--- config.mk ---
export PLATFORM = sky130hd
export DESIGN_NAME = lwst_cell
export DESIGN_NICKNAME = d
export VERILOG_FILES = /design/src/hw/rtl/lwst_pkg.sv /design/src/hw/rtl/lwst_cell.sv
export SDC_FILE = /design/constraint.sdc
export NUM_CORES = 1
export LEC_CHECK = 0
export BUFFER_PORTS_ARGS = -buffer_cell sky130_fd_sc_hd__buf_2
export CAP_MARGIN = 20
export CORE_AREA = 2 2 209 211
export DETAILED_ROUTE_END_ITERATION = 8
export DIE_AREA = 0 0 211 213
export PLACE_DENSITY = 0.54
export SLEW_MARGIN = 20
export SYNTH_ARGS = -nofsm -noshare
export SYNTH_HDL_FRONTEND = slang
export SYNTH_SLANG_ARGS = --single-unit
--- constraint.sdc ---
create_clock -name clk -period 24.2 [get_ports clk]
set_input_delay 2.42 -clock clk [delete_from_list [all_inputs] [get_ports clk]]
set_output_delay 2.42 -clock clk [all_outputs]
set_load 0.03 [all_outputs]
--- src/hw/rtl/lwst_pkg.sv ---
package lwst_pkg;

  localparam int DATA_W         = 32;
  localparam int WIDE_W         = 64;
  localparam int NAME_MAX_BYTES = 16;
  localparam int OUT_IDX_W      = 6;
  localparam int INTERVAL_W     = 16;

  localparam logic [DATA_W-1:0]     CNT_MAX        = '1;
  localparam logic [DATA_W-1:0]     UTIL_SAT       = '1;
  localparam logic [INTERVAL_W-1:0] INTERVAL_RESET = 16'd5;

  typedef enum logic [2:0] {
    S_IDLE,
    S_SCAN,
    S_MUL_MEAN,
    S_DIV_MEAN_GO,
    S_DIV_MEAN,
    S_MUL_UTIL,
    S_DIV_UTIL_GO,
    S_DIV_UTIL
  } lwst_state_t;

  // data carried along the cell chain during a search
  typedef struct packed {
    logic              found;
    logic [DATA_W-1:0] count;
    logic [DATA_W-1:0] mean;
  } lwst_hit_t;

  // write-back request broadcast to all cells
  typedef struct packed {
    logic              wen;
    logic              open;
    logic [DATA_W-1:0] count;
    logic [DATA_W-1:0] mean;
  } lwst_wr_t;

endpackage

--- src/hw/rtl/lwst_cell.sv ---
module lwst_cell #(
  parameter int KEY_W    = 160,
  parameter int IDX_W    = 6,
  parameter int CELL_IDX = 0
) (
  input  logic               clk,
  input  logic               rst,
  input  logic [KEY_W-1:0]   key,
  input  logic               scan_in,
  input  lwst_pkg::lwst_hit_t hit_in,
  input  logic [IDX_W-1:0]   idx_in,
  output logic               scan_out,
  output lwst_pkg::lwst_hit_t hit_out,
  output logic [IDX_W-1:0]   idx_out,
  input  lwst_pkg::lwst_wr_t wr,
  input  logic [IDX_W-1:0]   wr_idx,
  input  logic [KEY_W-1:0]   wr_key
);
  import lwst_pkg::*;

  logic              valid;
  logic [KEY_W-1:0]  slot_key;
  logic [DATA_W-1:0] slot_count;
  logic [DATA_W-1:0] slot_mean;
  logic              match;
  logic              take;
  logic              sel;

  assign match = valid && (slot_key == key);
  assign take  = scan_in && !hit_in.found && match;
  assign sel   = wr.wen && (wr_idx == IDX_W'(CELL_IDX));

  always_ff @(posedge clk) begin
    if (rst) begin
      valid    <= 1'b0;
      scan_out <= 1'b0;
    end else begin
      scan_out <= scan_in;
      if (sel && wr.open) begin
        valid <= 1'b1;
      end
    end
  end

  always_ff @(posedge clk) begin
    if (take) begin
      hit_out <= '{found: 1'b1, count: slot_count, mean: slot_mean};
      idx_out <= IDX_W'(CELL_IDX);
    end else begin
      hit_out <= hit_in;
      idx_out <= idx_in;
    end
    if (sel) begin
      slot_count <= wr.count;
      slot_mean  <= wr.mean;
      if (wr.open) begin
        slot_key <= wr_key;
      end
    end
  end

endmodule

; After elaboration in Yosys (flattened, before gate mapping)
; Index checks and enable logic that the tools add are counted.
[word_totals]
inputBits = 466
output_inout_bits = 72
wordCells = 19
regBits = 297
[op_classes]
eq_ne = 1
n_mux = 1
reduce_logical = 8
[ops]
columns = cell, n
row1 = $eq 160x160->1, 1
row2 = $mux 64, 1
row3 = $logic_not 6->1, 1
row4 = $logic_and 1x1->1, 5
row5 = $reduce_and 2->1, 1
row6 = $logic_not 1->1, 1

; Depth between registers and ports, before layout
[depth]
ltp_word = 4
ltp_mapped = 7
mapped_depth_nobuf = 6

; Worst setup path after synthesis
; No wires, ideal clock.
[synth_timing]
path_kind = input to register
startpoint = input port wr_idx[2]
endpoint = register slot_key[0] (enable)
setup_ps = 537
n_path_buf = 0
arrival_ps = 13356
required_ps = 23663
path_slack_ps = 10307
path_stages = 3
cell_sequence = or4b_2 nor4_1 and2_1
[synth_via]
elab_chain_len = 3
[synth_rtl]
columns = item, line
row1 = from (decl), lwst_cell.sv:16  ; input logic [IDX_W-1:0] wr_idx,
row2 = $logic_not 6->1, lwst_cell.sv:31  ; assign sel = wr.wen && (wr_idx == IDX_W'(CELL_IDX));
row3 = $logic_and 1x1->1, lwst_cell.sv:31
row4 = net sel, lwst_cell.sv:27  ; logic sel;
row5 = $reduce_and 2->1 (no source line), n/a
row6 = to (signal assigned), lwst_cell.sv:57  ; slot_key <= wr_key;
row7 = to (decl), lwst_cell.sv:22  ; logic [KEY_W-1:0] slot_key;
; The timed path passes the listed nets, and every way through them passes these cells.
; A chain may end at the register's enable or synchronous reset.

; Final worst setup path
[layout_timing]
startpoint = input port wr_idx[2]
endpoint = register slot_key[86] (enable)
; The elaborated chain is that of the path after synthesis.

==> results.md <==
| Quantity | Value |
|---|---|
| Clock buffer count from CTS | 34 |
| Via count | 7030 |
| Clock root buffer | sky130_fd_sc_hd__clkbuf_16 |
| Worst Hold Path EP | hit_out[63] |
| Latest clock arrival within the worst-skew pair | 520 ps |
| Number of warning messages in the yosys log | 0 |
| Clock transition at the registers of the reported paths | 60 ps |
| Cell count after synthesis | 596 |
| H-tree depth | 2 |
| Crit. End Element | flop |
| Cell with the biggest individual delay on the critical path | sky130_fd_sc_hd__buf_4 |
| Net switching component of the power | 0.2352 mW |
| Vertical extent of the die | 213 microns |
| Maximum number of buffers from clock root to sink | 3 |
| Wire length per cell after detailed routing | 17.63 microns |
| Max Clock Skew | 21.17 ps |
| Cts-stage hold buffer count | 0 |
| Global-route usage over all layers | 13.18% |
| R2R setup slack | 20680 ps |
| IR drop worst, VDD | 53.69 uV |
| Adder-cell area share of the yosys netlist | 0% |
| Total Nets Final | 1632 |
| Clock tree from TritonCTS | yes |
| Min-Delay Startpoint | slot_count[31] |
| Share of cells above drive strength 1 | 54.67% |
| Netlist cell types | 16 |
| Sequential share of power | 50.0% |
| Cell area reported after detailed placement | 14140 sq um |
| Unrepaired setup endpoints after global routing | no |
| Origin of the critical flop-to-flop path | slot_key[136] |
| Static Leak | 6.208 nW |
| GRT Residual Overflow | 0 |
| Setup CP Type | in2reg |
| Share of the synthesized netlist area taken by xor and xnor gates | 13.02% |
| First DRT Iteration DRCs | 217 |
| Summed area of non-filler cells in the final layout | 15170 sq um |
| Die Area | 44940 sq um |
| Largest net degree at the start of global routing | 77 |
| Main combinational cell family by area after synthesis | XOR/XNOR gates |
| R2r endpoint | hit_out[43] |
| Router iterations before antenna repair | 4 |
| Net count after synthesis | 1062 |
| Remaining DRCs | 0 |
| Placeable core region | 42700 sq um |
| Hold Worst Slack | 467.4 ps |
| Power Dens Cells | 73.54 nW/um^2 |
| Worst slew margin relative to its limit | 32.96% |
| Number of rows in the core area | 76 |
| Count of placed standard cells including taps | 1676 |
| Most common library cell in the layout ignoring fill and taps | sky130_fd_sc_hd__buf_2 |
| Maximum clock frequency | 181.7 MHz |
| Proportion of total power due to net switching | 21.09% |
| Cell Area, Synth | 10770 sq um |
| Compound-cell area share of the yosys netlist | 0% |
| Max-slew violation count | 0 |
| Fraction of power consumed by combinational cells | 7.1% |
| Slew @ Worst Pin | 1006 ps |
| Dominant cell type by count on the critical path | sky130_fd_sc_hd__buf_4 |
| Part of the power in the clock network | 42.9% |
| Initial antenna violation count | 9 |
| Simple-gate area share of the yosys netlist | 3.928% |
| Starting Density | 25.22% |
| Depth of the most critical reg-to-reg path | 7 |
| Routed WL | 30630 microns |
| Top library cells by usage in the layout, fill and taps aside | sky130_fd_sc_hd__buf_2, sky130_fd_sc_hd__edfxtp_1, sky130_fd_sc_hd__xor2_1 |
| Vias in the first global route | 7655 |
| Multiplexer share of the synthesized area | 6.694% |
| Area growth, synth to finish | 40.92% |
| First-pass GRT wire length | 43930 microns |
| Data arrival time of the critical path | 5640 ps |
| Internal Pwr Total | 0.8804 mW |
| Maximum cell stage delay along the critical path | 890 ps |
| CP Cell Sequence | buf_2 > or4b_2 > nor4_2 > and2_4 > buf_4 > buf_4 |
| Maximum Capacitance Violations | 0 |
| Clock tree sinks | 297 |
| Required time of the critical path | 24330 ps |
| Number of top-level pins | 538 |
| Sum of net half-perimeters after detailed placement | 24030 microns |
| #FFs+latches synth | 297 |
| Worst hold-check path type | reg2reg |
| Highest fanout seen on the critical path | 76 |
| Die width | 211 microns |
| Endpoints failing hold | 0 |
| Number of setup buffers added after CTS | 0 |
| # setup viols final | 0 |
| Setup total negative slack | 0 ps |
| I/O Buffers | 537 |
| Filler cells | 4243 |
| Status | completed |
| GPL Wtd Cong | 0.7532 |
| Hold Path Depth | 1 |
| Total Power Consumption | 1.116 mW |
| Residual antenna-violating net count after detailed routing | 0 |
| Sequential area share after synthesis | 76.05% |
| Crit path launch type | input port |
| Final clock period utilization by the worst path | 22.74% |
| Time the final worst path needs with I/O delays and setup | 5504 ps |
| Post-layout instance count excluding filler cells | 1738 |
| Average instance area after synthesis | 18.06 sq um |
| DR vias/cell | 4.045 |
| Post-cts gate resize count | 0 |
## flip-flops by register name, summed over array words and instances, names as in the netlist
register    count
slot_key      160
hit_out        65
slot_count     32
slot_mean      32
idx_out         6
scan_out        1
valid           1
## layout make-up
cell class / instances / area, sq um / share of cell area, %
Timing Repair Buffer: 541 / 2718 / 17.91
Tap cell: 546 / 683.2 / 4.503
Clock inverter: 8 / 66.31 / 0.4371
Antenna cell: 3 / 7.507 / 0.04948
Clock buffer: 51 / 955.9 / 6.300
Multi-Input combinational cell: 292 / 2554 / 16.83
Sequential cell: 297 / 8188 / 53.97
## through the flow
step,setup WS [ps],util (%)
2_1_floorplan,10310,-
3_3_place_gp,18030,33.12
3_5_place_dp,17980,33.12
4_1_cts,18570,35.52
5_1_grt,18480,35.52
6_report,18700,35.54
## cell families (layout without fill, tap and decap cells)
logic type	after synthesis	in the layout
other cells	0	3
buf+inv	7	600
xor+xnor	160	160
mux	64	64
flops	297	297
simple gates	68	68
## critical path: cells and delay by family
kind / cells / cell delay [ps]
simple gates: 3 / 1320
buf+inv: 3 / 1760
## Yosys cell counts (all sizes together)
| master | n | area share [%] |
|---|---|---|
| dfxtp | 73 | 14 |
| nor2 | 2 | 0.070 |
| or4b | 1 | 0.093 |
| clkbuf | 1 | 0.035 |
| xnor2 | 29 | 2.4 |
| mux2 | 64 | 6.7 |
| nand3 | 2 | 0.093 |
| nand4 | 15 | 0.87 |
| buf | 6 | 0.28 |
| nor2b | 1 | 0.058 |
| nand2b | 1 | 0.058 |
| xor2 | 131 | 11 |
| nor4 | 38 | 2.2 |
| edfxtp | 224 | 62 |
| nand3b | 1 | 0.070 |
| and2 | 7 | 0.41 |
## worst max path at each step
stage | startpoint | to | slack [ps] | cells after the start
6_report | wr_idx[2] | slot_key[86] | 18700 | 6
5_1_grt | wr_idx[2] | slot_key[18] | 18480 | 6
3_5_place_dp | key[136] | hit_out[4] | 17980 | 8
4_1_cts | key[136] | hit_out[4] | 18570 | 8
2_1_floorplan | wr_idx[2] | slot_key[0] | 10310 | 3
3_3_place_gp | key[136] | hit_out[39] | 18030 | 8
## power by group through the flow
stage | combinational, mW | sequential, mW | clock (mW)
after CTS | 0.0808 | 0.558 | 0.500
final | 0.0794 | 0.558 | 0.479
after global routing | 0.0865 | 0.558 | 0.516
after global placement | 0.0790 | 0.568 | 0
after detailed placement | 0.0805 | 0.568 | 0
after floorplan | 0.0162 | 0.582 | 0
## routing by layer
layer | routed length (microns) | vias to the layer above | GRT usage (%) | part of all wire, %
met5 | 92 | - | 0 | 0.30
met4 | 754 | 14 | 4.857 | 2.5
met3 | 3384 | 61 | 6.119 | 11
met2 | 15360 | 357 | 23.22 | 50
met1 | 11040 | 3236 | 13.71 | 36
li1 | - | 3362 | - | -
No activity file was read; power rests on OpenSTA's default activity.
