[config.mk]
export PLATFORM = sky130hd
export DESIGN_NAME = lwst_div
export DESIGN_NICKNAME = d
export VERILOG_FILES = /design/src/hw/rtl/lwst_pkg.sv /design/src/hw/rtl/lwst_div.sv
export SDC_FILE = /design/constraint.sdc
export NUM_CORES = 1
export LEC_CHECK = 0
export ABC_AREA = 0
export BUFFER_PORTS_ARGS = -buffer_cell sky130_fd_sc_hd__buf_4
export CORE_ASPECT_RATIO = 0.7
export CORE_MARGIN = 4
export CORE_UTILIZATION = 55
export DETAILED_ROUTE_END_ITERATION = 6
export PLACE_DENSITY = 0.8
export SYNTH_ARGS = -nofsm -noshare
export SYNTH_HDL_FRONTEND = slang
export SYNTH_SLANG_ARGS = --single-unit
[constraint.sdc]
create_clock -name clk -period 3.47 [get_ports clk]
set_input_delay 0.5205 -clock clk [delete_from_list [all_inputs] [get_ports clk]]
set_output_delay 0.5205 -clock clk [all_outputs]
set_load 0.01 [all_outputs]
[src/hw/rtl/lwst_pkg.sv]
package lwst_pkg;

  localparam int DATA_W         = 32;
  localparam int WIDE_W         = 64;
  localparam int NAME_MAX_BYTES = 16;
  localparam int OUT_IDX_W      = 6;
  localparam int INTERVAL_W     = 16;

  localparam logic [DATA_W-1:0]     CNT_MAX        = '1;
  localparam logic [DATA_W-1:0]     UTIL_SAT       = '1;
  localparam logic [INTERVAL_W-1:0] INTERVAL_RESET = 16'd5;

  typedef enum logic [2:0] {
    S_IDLE,
    S_SCAN,
    S_MUL_MEAN,
    S_DIV_MEAN_GO,
    S_DIV_MEAN,
    S_MUL_UTIL,
    S_DIV_UTIL_GO,
    S_DIV_UTIL
  } lwst_state_t;

  // data carried along the cell chain during a search
  typedef struct packed {
    logic              found;
    logic [DATA_W-1:0] count;
    logic [DATA_W-1:0] mean;
  } lwst_hit_t;

  // write-back request broadcast to all cells
  typedef struct packed {
    logic              wen;
    logic              open;
    logic [DATA_W-1:0] count;
    logic [DATA_W-1:0] mean;
  } lwst_wr_t;

endpackage

[src/hw/rtl/lwst_div.sv]
module lwst_div (
  input  logic                        clk,
  input  logic                        rst,
  input  logic                        start,
  input  logic [lwst_pkg::WIDE_W-1:0] dividend,
  input  logic [lwst_pkg::DATA_W-1:0] divisor,
  output logic                        done,
  output logic [lwst_pkg::WIDE_W-1:0] quotient
);
  import lwst_pkg::*;

  localparam int STEP_W = $clog2(WIDE_W);

  logic              active;
  logic [STEP_W-1:0] step;
  logic [DATA_W-1:0] rem;
  logic [WIDE_W-1:0] quo;
  logic [DATA_W-1:0] dvs;
  logic [DATA_W:0]   rem_sh;
  logic [DATA_W:0]   rem_nx;
  logic              ge;

  // restoring division, one quotient bit per cycle
  always_comb begin
    rem_sh = {rem, quo[WIDE_W-1]};
    ge     = rem_sh >= {1'b0, dvs};
    rem_nx = ge ? (rem_sh - {1'b0, dvs}) : rem_sh;
  end

  always_ff @(posedge clk) begin
    if (rst) begin
      active <= 1'b0;
      done   <= 1'b0;
    end else begin
      done <= 1'b0;
      if (start) begin
        active <= 1'b1;
      end else if (active && (step == STEP_W'(WIDE_W - 1))) begin
        active <= 1'b0;
        done   <= 1'b1;
      end
    end
  end

  always_ff @(posedge clk) begin
    if (start) begin
      step <= '0;
      rem  <= '0;
      quo  <= dividend;
      dvs  <= divisor;
    end else if (active) begin
      step <= step + STEP_W'(1);
      rem  <= rem_nx[DATA_W-1:0];
      quo  <= {quo[WIDE_W-2:0], ge};
    end
  end

  assign quotient = quo;

endmodule

After elaboration in Yosys (flattened, before gate mapping)
Index checks and enable logic that the tools add are counted.
- register bits after elaboration: 136
- input bits: 99
- add/subtract/negate cells: 2
- magnitude comparators: 1
- equality and inequality tests: 1
- mux-type cells: 6
- reduce and logical (&&, ||, !) cells: 4
- operator list (kind ; number):
    64-bit 2-to-1 mux ; 2
    33-bit by 32-bit >= comparator with 1-bit output ; 1
    32-bit 2-to-1 mux ; 1
    32-bit subtractor ; 1
    6-bit by 1-bit adder with 6-bit output (second input constant) ; 1
    6-bit equality test (second input constant) ; 1
    2-bit nonzero test ; 2
    1-bit 2-to-1 mux ; 3
    2-bit OR reduction ; 1
    1-bit logical AND ; 1

Logic depth before layout (Yosys ltp)
Gate-level depths: netlist of run 1.
- depth after elaboration: 4
- gate-level depth with buffers: 14
- gate-level depth less buffers: 12

Worst setup path after synthesis of run 1
No wires, ideal clock.
- path kind: register to register
- start point: register dvs[12]
- end point: register quo[0] (netlist: quotient[0]) (data pin)
- library setup time: 0.260 ns
- arrival: 2.464 ns
- required time: 3.210 ns
- setup slack: 0.746 ns
- stages on the path, launching flop included: 14
- cells stage by stage: edfxtp_1 > inv_1 > ha_1 > buf_6 > a21oi_4 > o21ai_1 > a221o_1 > a21oi_2 > o21ai_2 > a21o_1 > o21a_4 > buf_12 > buf_6 > mux2_2
- word-level cells in the longest chain between the ends: 3
- ends and longest elaborated chain (item ; line ; source):
    start, declared ; lwst_div.sv:18 ; logic [DATA_W-1:0] dvs;
    start signal, assigned ; lwst_div.sv:50 ; dvs <= divisor;
    33-bit by 32-bit >= comparator with 1-bit output ; lwst_div.sv:26 ; ge = rem_sh >= {1'b0, dvs};
    64-bit 2-to-1 mux ; lwst_div.sv:51 ; end else if (active) begin
    64-bit 2-to-1 mux ; lwst_div.sv:46 ; if (start) begin
    end signal, assigned ; lwst_div.sv:49 ; quo <= dividend;
    end signal, assigned ; lwst_div.sv:54 ; quo <= {quo[WIDE_W-2:0], ge};
    end, declared ; lwst_div.sv:17 ; logic [WIDE_W-1:0] quo;
Every way passes these cells. The select of a mux whose other input is x is not followed.
A chain may end at the register's enable or synchronous reset.

Worst setup path after layout of run 1
- start point: register dvs[17]
- end point: register rem[0]
- word-level cells in the longest chain between the ends: 2
- ends and longest elaborated chain (item ; line ; source):
    33-bit by 32-bit >= comparator with 1-bit output ; lwst_div.sv:26 ;
    32-bit 2-to-1 mux ; lwst_div.sv:27 ; rem_nx = ge ? (rem_sh - {1'b0, dvs}) : rem_sh;
    end signal, assigned ; lwst_div.sv:53 ; rem <= rem_nx[DATA_W-1:0];
    end, declared ; lwst_div.sv:16 ; logic [DATA_W-1:0] rem;
Every way passes these cells.

==> out/metrics.yaml, run 1 <==
logic_synthesis:
  synth_nets: 762
  synth_edf_count: 96
  ys.flop_type: "edfxtp_1"
  synth_top_area_share_pct: 39.6
  synth_cell_types: 62
  yosys_warnings: 0
  post-synth-top-count-cell: "edfxtp_1"
  syn-mean-instance-area_sq_um: 11.6
  synth.area.top_cells: "edfxtp_1 (40%), dfxtp_1 (11%), mux2_2 (9.9%)"
  synthesis.area_sq_um: 7280
  netlist_top_cells_count: "edfxtp_1 (96), mux2_2 (64), nor2_1 (53), dfxtp_1 (40), inv_1 (38)"
  synth_top_area_cell: "edfxtp_1"
  ys_seq_area_share_pct: 50.6
  yosys_register_bits: 136
  async_flop_share_pct: 0
  synth_cells: 629
sta:
  hold_viol: 0
  setup_viol: 0
  max_freq_ghz: 0.311
  tightest_slew_ns: 0.869
  slew_violations: 0
  min_period_ns: 3.22
  finalClockSkew_ns: 0.0116
  finalCritPeriodShare_pct: 92.7
  slew_headroom_pct: 42.0
  fin_setup_tns_ns: 0
  rsz0062_at_grt: "false"
setup_path:
  cp-start-kind: "flip-flop"
  crit_path_max_fanout: 40
  crit_type: "flip-flop to flip-flop"
  worstPathArrival_ns: 3.55
  cp.required_ns: 3.81
  end_kind: "flip-flop"
layout:
  num-nets-final: 920
  utilization_pct: 72.5
  drive_gt1_share_pct: 35.0
  syn_to_final_growth_pct: 26.3
  antenna_cells: 0
clock_tree:
  hold_buffers: 0
  cts.clk_slew.worst_paths_ns: 0.06
  clock_tree.buffer_depth: 2
  cts_made_buffers: 17
  cts_resized: 0
  cts_tree: "done"
  insertion_delay_ns: 0.42
  cts.htree.levels: 4
  clock_sinks: 136
  cts_setup_buffers: 0
  cts_root_buf: "clkbuf_16"
drt:
  vias: 5463
  ant_nets: 0
  drtIter0Drc: 560
  routedWlPerCell_um: 18.0
  drtPass1Iterations: 5
  routed_wl_um: 17300
  viasPerCell: 5.68
  drc: 0
grt:
  grt_pass1_wl_um: 27700
  grt_pass1_vias: 5371
  antenna_found_initial: 0
  grt_use_total_pct: 22.6
  grt_max_degree: 68
  grt_overflow_total: 0
pwr:
  p_total_mw: 4.81
  p_leak_nw: 3.85
  power.density_nw_per_um2: 523
  ir_drop_mv: 0.307
floorplan:
  fp-row-count: 34
  dieArea_sq_um: 15200
  die_w_um: 145
  core_sq_um: 12700
  pin_count: 164
  initial_core_util_pct: 57.4
  die_h_um: 104
placement:
  place_hpwl_um: 12200
  io_buffers: 163
  gp_congestion: 0.891
flow_run:
  maxCapViolations: 0
worst_hold_path:
  hold_class: "input port to flip-flop"
outcome:
  outcome: "completed"
-- layout by cell type, fill, tap and decap left out, drive strengths merged, types with 9 or more instances in the layout --
cell,n
a31oi,9
nand2,36
a21oi,34
clkbuf,18
o21ai,13
a211oi,26
inv,45
nor2,53
ha,33
buf,168
nand3,12
xor2,10
a21o,14
mux2i,21
dfxtp,40
mux2,65
edfxtp,96
xnor2,22
-- final cells by class --
type,count,area (sq um)
Multi-Input combinational cell,426,3280
Timing Repair Buffer,168,1260
Clock buffer,18,429
Sequential cell,136,3680
Clock inverter,14,188
Inverter,38,143
Fill cell,866,3490
Tap cell,162,203
-- power by group --
part,switching (mW),total (mW),leakage [nW],internal [mW]
registers,0.0789,1.98,1.29,1.91
clock network,0.751,1.90,0.292,1.15
logic,0.475,0.920,2.28,0.444
-- per-stage QoR --
step	std cells	worst slack, ns	cell area [sq um]	hold WS [ns]
6_report	962	0.253	9190	0.269
5_1_grt	962	0.121	9190	0.255
4_1_cts	962	0.292	9190	0.253
3_5_place_dp	930	0.317	8570	0.496
3_3_place_gp	930	0.420	8570	0.466
2_1_floorplan	629	0.746	7280	0.458
-- path summary, 6_finish.rpt --
path / startpoint / end / slack (ns) / depth (start not counted)
hold reg to reg: rem[12] / rem[12] / 0.51 / 2
setup reg to reg: dvs[17] / rem[0] / 0.25 / 10
hold / removal: rst / done / 0.27 / 2
setup / recovery: dvs[17] / rem[0] / 0.25 / 10
-- sequential cells by signal, summed over array words and instances (netlist names) --
name      flops
dvs          32
rem          32
quotient     64
step          6
done          1
active        1
-- metal layers --
metal / vias up / part of all wire, % / GRT usage, %
met5: - / 0 / 0
met4: 0 / 1.4 / 6.57
met3: 28 / 6.5 / 5.84
met2: 220 / 49 / 37.4
met1: 2582 / 44 / 29.5
li1: 2633 / - / -
-- cell families after synthesis --
family                   after synthesis  share of synthesized area (%)
buffers and inverters                 67                           4.25
AND/OR/NAND/NOR                      142                           9.39
AO/OA/AOI/OAI                        132                           12.9
multiplexers                          86                           13.0
XOR/XNOR                              32                           3.85
flip-flops                           136                           50.6
adder cells (fa/ha/maj)               34                           5.95
-- worst max-delay path, stage by stage (launching register included) --
cell and delay, ns:
edfxtp_1 0.33, inv_1 0.05, ha_1 0.37, nand2_1 0.18, nor4_4 0.42, nand4_1 0.14
or4_1 0.44, nand3_1 0.12, o21a_4 0.53, mux2_4 0.35, a211oi_2 0.22
(Power assumes the default switching activity.)
==> inputs of run 2 (changes only) <==
ABC_AREA = 1   (was 0)
CORE_UTILIZATION = 56   (was 55)
==> run 2 against run 1 <==
Clock power is 4% higher. Final cell count is 57% higher. Flip-flop and latch count stayed put. Combinational power is 35% lower. Sequential power is 2% lower. Register-to-register slack better by 0.41 ns. Utilization is 2.0 points lower. Synthesized area is 15% higher. Wire length is 25% higher. Largest power group is now the clock network.
==> out/metrics.yaml, run 2 <==
sta:
  finalCritPeriodShare_pct: 81.0
  min_period_ns: 2.81
  max_freq_ghz: 0.356
  finalClockSkew_ns: 0.0115
  slew_headroom_pct: 45.5
  slew_violations: 0
  hold_viol: 0
  rsz0062_at_grt: "false"
  tightest_slew_ns: 0.817
  fin_setup_tns_ns: 0
  fin_hold_ws_ns: 0.257
  setup_viol: 0
placement:
  io_buffers: 163
  place_hpwl_um: 15700
  place_area_sq_um: 9700
  gp_congestion: 0.961
clock_tree:
  cts_root_buf: "clkbuf_16"
  hold_buffers: 0
  cts_setup_buffers: 0
  cts.clk_slew.worst_paths_ns: 0.07
  clock_tree.buffer_depth: 2
  clock_sinks: 136
  cts.htree.levels: 4
  cts_resized: 0
  insertion_delay_ns: 0.42
  cts_tree: "done"
  cts_made_buffers: 17
setup_path:
  crit_path_max_fanout: 34
  crit_type: "flip-flop to flip-flop"
  cp-start-kind: "flip-flop"
  r2r-start: "dvs[2]"
  cp.required_ns: 3.78
  worstPathArrival_ns: 3.12
  end_kind: "flip-flop"
  cp-startpoint: "dvs[2]"
pwr:
  power.density_nw_per_um2: 436
  p_leak_nw: 5.52
  ir_drop_mv: 0.247
logic_synthesis:
  ys_seq_area_share_pct: 44.0
  synth_top_area_share_pct: 34.4
  synthesis.area_sq_um: 8370
  async_flop_share_pct: 0
  post-synth-top-count-cell: "nand2_1"
  synth.area.top_cells: "edfxtp_1 (34%), nand2_1 (23%), dfxtp_1 (9.6%)"
  synth_cells: 1141
  synth_cell_types: 35
  netlist_top_cells_count: "nand2_1 (507), inv_1 (184), edfxtp_1 (96), nand3_1 (65), nor2_1 (45)"
  syn-mean-instance-area_sq_um: 7.34
  yosys_warnings: 0
  synth_top_area_cell: "edfxtp_1"
  synth_edf_count: 96
  synth_nets: 1274
  ys.flop_type: "edfxtp_1"
  yosys_register_bits: 136
drt:
  vias: 7508
  ant_nets: 0
  drtPass1Iterations: 5
  viasPerCell: 4.98
  routedWlPerCell_um: 14.3
  routed_wl_um: 21600
  drtIter0Drc: 664
  drc: 0
layout:
  final_area_sq_um: 10300
  drive_gt1_share_pct: 20.7
  final_common_cell: "nand2_1"
  utilization_pct: 70.5
  multi_input_area_sq_um: 3790
  num-nets-final: 1432
  antenna_cells: 0
  layout_common_cells: "nand2_1 (507), inv_1 (183), buf_4 (170)"
  fillerInstances: 1250
  largest_reg_flops: 64
  layout.area.seq_sq_um: 3680
  syn_to_final_growth_pct: 23.6
grt:
  grt_pass1_vias: 6922
  grt_use_total_pct: 25.1
  antenna_found_initial: 0
  grt_max_degree: 65
  grt_pass1_wl_um: 34200
  grt_overflow_total: 0
floorplan:
  core_sq_um: 14700
  die_h_um: 110
  dieArea_sq_um: 17000
  fp-row-count: 37
  die_w_um: 154
  initial_core_util_pct: 57.0
  pin_count: 164
worst_hold_path:
  min_from: "rst"
  hold_class: "input port to flip-flop"
outcome:
  outcome: "completed"
flow_run:
  maxCapViolations: 0
==> run 2: changes by cell type after synthesis, moves of 10 or more <==
| cell | before | now |
|---|---|---|
| inv_1 | 38 | 184 |
| mux2_2 | 64 | 0 |
| a21oi_1 | 31 | 21 |
| nand3_2 | 0 | 16 |
| mux2i_1 | 21 | 0 |
| a21o_1 | 14 | 1 |
| nand2_1 | 35 | 507 |
| nand3_1 | 12 | 65 |
| nand2_2 | 1 | 36 |
| a211oi_1 | 22 | 0 |
==> run 2: routing by layer <==
layer / global-route usage, % / routed length (um) / up-vias
met1: 36.7 / 10200 / 3449
met2: 37.7 / 9630 / 219
met3: 6.24 / 1520 / 20
met4: 6.30 / 222 / 0
met5: 0 / 0 / -
li1: - / - / 3820
==> run 2: logic make-up (layout without fill, tap and decap cells) <==
| family | Yosys count | count (layout) | synth area share [%] |
|---|---|---|---|
| simple gates | 706 | 706 | 36.4 |
| buf+inv | 220 | 391 | 10.7 |
| flops | 136 | 136 | 44.0 |
| fa+ha+maj | 34 | 34 | 5.17 |
| compound gates | 31 | 31 | 2.20 |
| xor+xnor | 14 | 14 | 1.46 |
==> run 2: report_power, final <==
| group | switching (mW) | internal, mW |
|---|---|---|
| clock | 0.801 | 1.17 |
| sequential | 0.0593 | 1.88 |
| combinational | 0.332 | 0.263 |
| total | 1.19 | 3.31 |
==> run 2: area by class of cell <==
cell class / count / share of cell area, %
Multi-Input combinational cell: 785 / 36.6
Sequential cell: 136 / 35.6
Tap cell: 195 / 2.36
Inverter: 189 / 6.86
Clock inverter: 15 / 2.12
Timing Repair Buffer: 170 / 12.3
Clock buffer: 17 / 4.11
==> run 2: final timing paths <==
| kind | end | slack, ns | cells past startpoint |
|---|---|---|---|
| setup reg to reg | rem[19] | 0.66 | 15 |
| setup / recovery | rem[19] | 0.66 | 15 |
| hold / removal | done | 0.26 | 2 |
| hold reg to reg | rem[13] | 0.48 | 2 |
==> run 2: per-stage QoR <==
| step | power, mW | instances | setup WS, ns |
|---|---|---|---|
| floorplan | 2.27 | 1141 | 0.825 |
| global placement | 2.55 | 1475 | 0.817 |
| detailed placement | 2.56 | 1475 | 0.771 |
| CTS | 4.53 | 1507 | 0.727 |
| global route | 4.68 | 1507 | 0.477 |
| finish | 4.51 | 1507 | 0.659 |
==> run 2: critical path, stage by stage (launching register included) <==
cell,delay (ns)
edfxtp_1,0.34
inv_1,0.05
ha_1,0.42
nand2_2,0.08
nor2_1,0.11
nand2_1,0.07
nand3_2,0.13
nand2_2,0.08
nand2_4,0.10
nand2_2,0.08
nand2_4,0.08
nand2_4,0.25
nand2_4,0.59
nand2_1,0.14
nand3_1,0.09
nand2_1,0.05
==> inputs of run 3 (changes only) <==
CORE_UTILIZATION = 51   (was 56)
PLACE_DENSITY = 0.77   (was 0.8)
clock period = 2.5 ns   (was 3.47 ns; I/O delays follow)
==> run 3 against run 2 <==
Sequential power is 39% higher. Critical path depth is 2 lower. Critical endpoint is now rem[27]. Critical path type unchanged. Setup slack worse by 0.47 ns. Clock skew is 0.00065 ns higher. Hold slack worse by 0.14 ns. First-iteration DRC count is 18% higher. Wire length is 2.4% higher. Via count is 0.39% higher. Utilization is 4.3 points lower.
==> out/metrics.yaml, run 3 (synthesis gave the netlist of run 2 again) <==
layout:
  final_common_cell: "nand2_1"
  num-nets-final: 1441
  final_area_sq_um: 10500
  largest_reg_flops: 64
  layout_common_cells: "nand2_1 (507), inv_1 (183), buf_4 (177)"
  antenna_cells: 0
  layout.cells.non_filler: 1541
  syn_to_final_growth_pct: 24.9
  drive_gt1_share_pct: 21.4
drt:
  routedWlPerCell_um: 14.3
  routed_wl_um: 22100
  vias: 7537
  drc: 0
  drtPass1Iterations: 5
  drtIter0Drc: 781
  viasPerCell: 4.89
  ant_nets: 0
setup_path:
  critical_path.reg2reg.endpoint: "rem[27]"
  crit_type: "flip-flop to flip-flop"
  cp_cell_sequence: "inv_1, ha_1, nand2_1, nand2_1, a21oi_2, nor2_1, nor2_1, nand2_2, a21oi_4, buf_4, nand3_1, nand3_2, nand2_1"
  critPathTopFamily: "simple AND/OR/NAND/NOR gates"
  critPathMaxStageDelay_ns: 0.38
  worstPathArrival_ns: 2.62
  cpMostUsedCell: "nand2_1"
  r2r_slack_ns: 0.19
  crit_path_max_fanout: 20
  critical_path.slowest_cell: "edfxtp_1"
  cp-start-kind: "flip-flop"
  end_kind: "flip-flop"
  cp.required_ns: 2.81
  path_buf_inv: 2
  rr_worst_depth: 13
  r2r-start: "dvs[26]"
grt:
  antenna_found_initial: 0
  grt_pass1_wl_um: 35600
  grt_pass1_vias: 7289
  grt_use_total_pct: 23.7
  grt_overflow_total: 0
  grt_max_degree: 43
floorplan:
  initial_core_util_pct: 53.0
  die_h_um: 115
  core_sq_um: 15800
  pin_count: 164
  die_w_um: 161
  fp-row-count: 38
  dieArea_sq_um: 18600
placement:
  pre_cts_ws_ns: 0.201
  place_area_sq_um: 9830
  place_hpwl_um: 16300
  gp_congestion: 0.969
  io_buffers: 163
  dp.cells: 1509
pwr:
  ir_drop_mv: 0.364
  power.density_nw_per_um2: 593
  p_leak_nw: 5.57
worst_hold_path:
  min_from: "rst"
  hold_path_end: "done"
  hold_path_depth: 2
  hold_class: "input port to flip-flop"
sta:
  finalClockSkew_ns: 0.0122
  slew_headroom_pct: 64.7
  min_period_ns: 2.31
  tightest_slew_ns: 0.530
  worst_slack_ns: 0.189
  slew_violations: 0
  fin_hold_ws_ns: 0.114
  finalCritPeriodShare_pct: 92.5
  fin_setup_tns_ns: 0
  rsz0062_at_grt: "false"
  hold_viol: 0
  max_freq_ghz: 0.433
  setup_viol: 0
clock_tree:
  clock_tree.buffer_depth: 2
  insertion_delay_ns: 0.42
  cts.clk_slew.worst_paths_ns: 0.07
  cts_setup_buffers: 0
  cts.htree.levels: 4
  clock_sinks: 136
  cts_tree: "done"
  cts_made_buffers: 17
  cts_root_buf: "clkbuf_16"
outcome:
  outcome: "completed"
flow_run:
  maxCapViolations: 0
-- run 3: per-stage QoR --
stage	power (mW)	utilization, %
6_report	6.20	66.3
5_1_grt	6.45	66.3
4_1_cts	6.24	66.2
3_5_place_dp	3.56	62.3
3_3_place_gp	3.55	62.3
2_1_floorplan	3.14	-
-- run 3: how the worst max path moves through the flow --
stage,start,to,slack [ns],cells past startpoint
after detailed placement,quotient[63],rem[16],0.20,15
after CTS,quotient[63],rem[16],0.19,15
final,dvs[26],rem[27],0.19,13
after global placement,quotient[63],rem[16],0.22,15
after global routing,dvs[19],rem[22],0.04,15
after floorplan,start,quotient[0],0.0006,4
-- run 3: what timing repair did --
item | in CTS | in global routing
hold buffers | 0 | 0
gates resized for setup | 0 | 2
setup endpoints to repair | 0 | 12
-- run 3: report_power, final --
group	total [mW]	switching, mW	leakage (nW)	internal [mW]
Sequential	2.69	0.0838	1.29	2.60
Combinational	0.833	0.464	3.97	0.369
Clock	2.68	1.15	0.300	1.53
-- run 3: layout make-up --
| type | instances | area (sq um) |
|---|---|---|
| clock buffer | 17 | 425 |
| clock inverter | 15 | 199 |
| fill | 1346 | 5330 |
| inverter | 189 | 709 |
| multi-input combinational | 785 | 3800 |
| sequential | 136 | 3680 |
| tap | 220 | 275 |
| timing repair buffer | 179 | 1370 |
-- run 3: layer usage --
metal	vias to the layer above	GRT usage, %	part of all wire, %
li1	3841	-	-
met1	3398	34.1	47
met2	271	36.3	44
met3	27	6.45	7.8
met4	0	5.11	1.1
met5	-	0	0
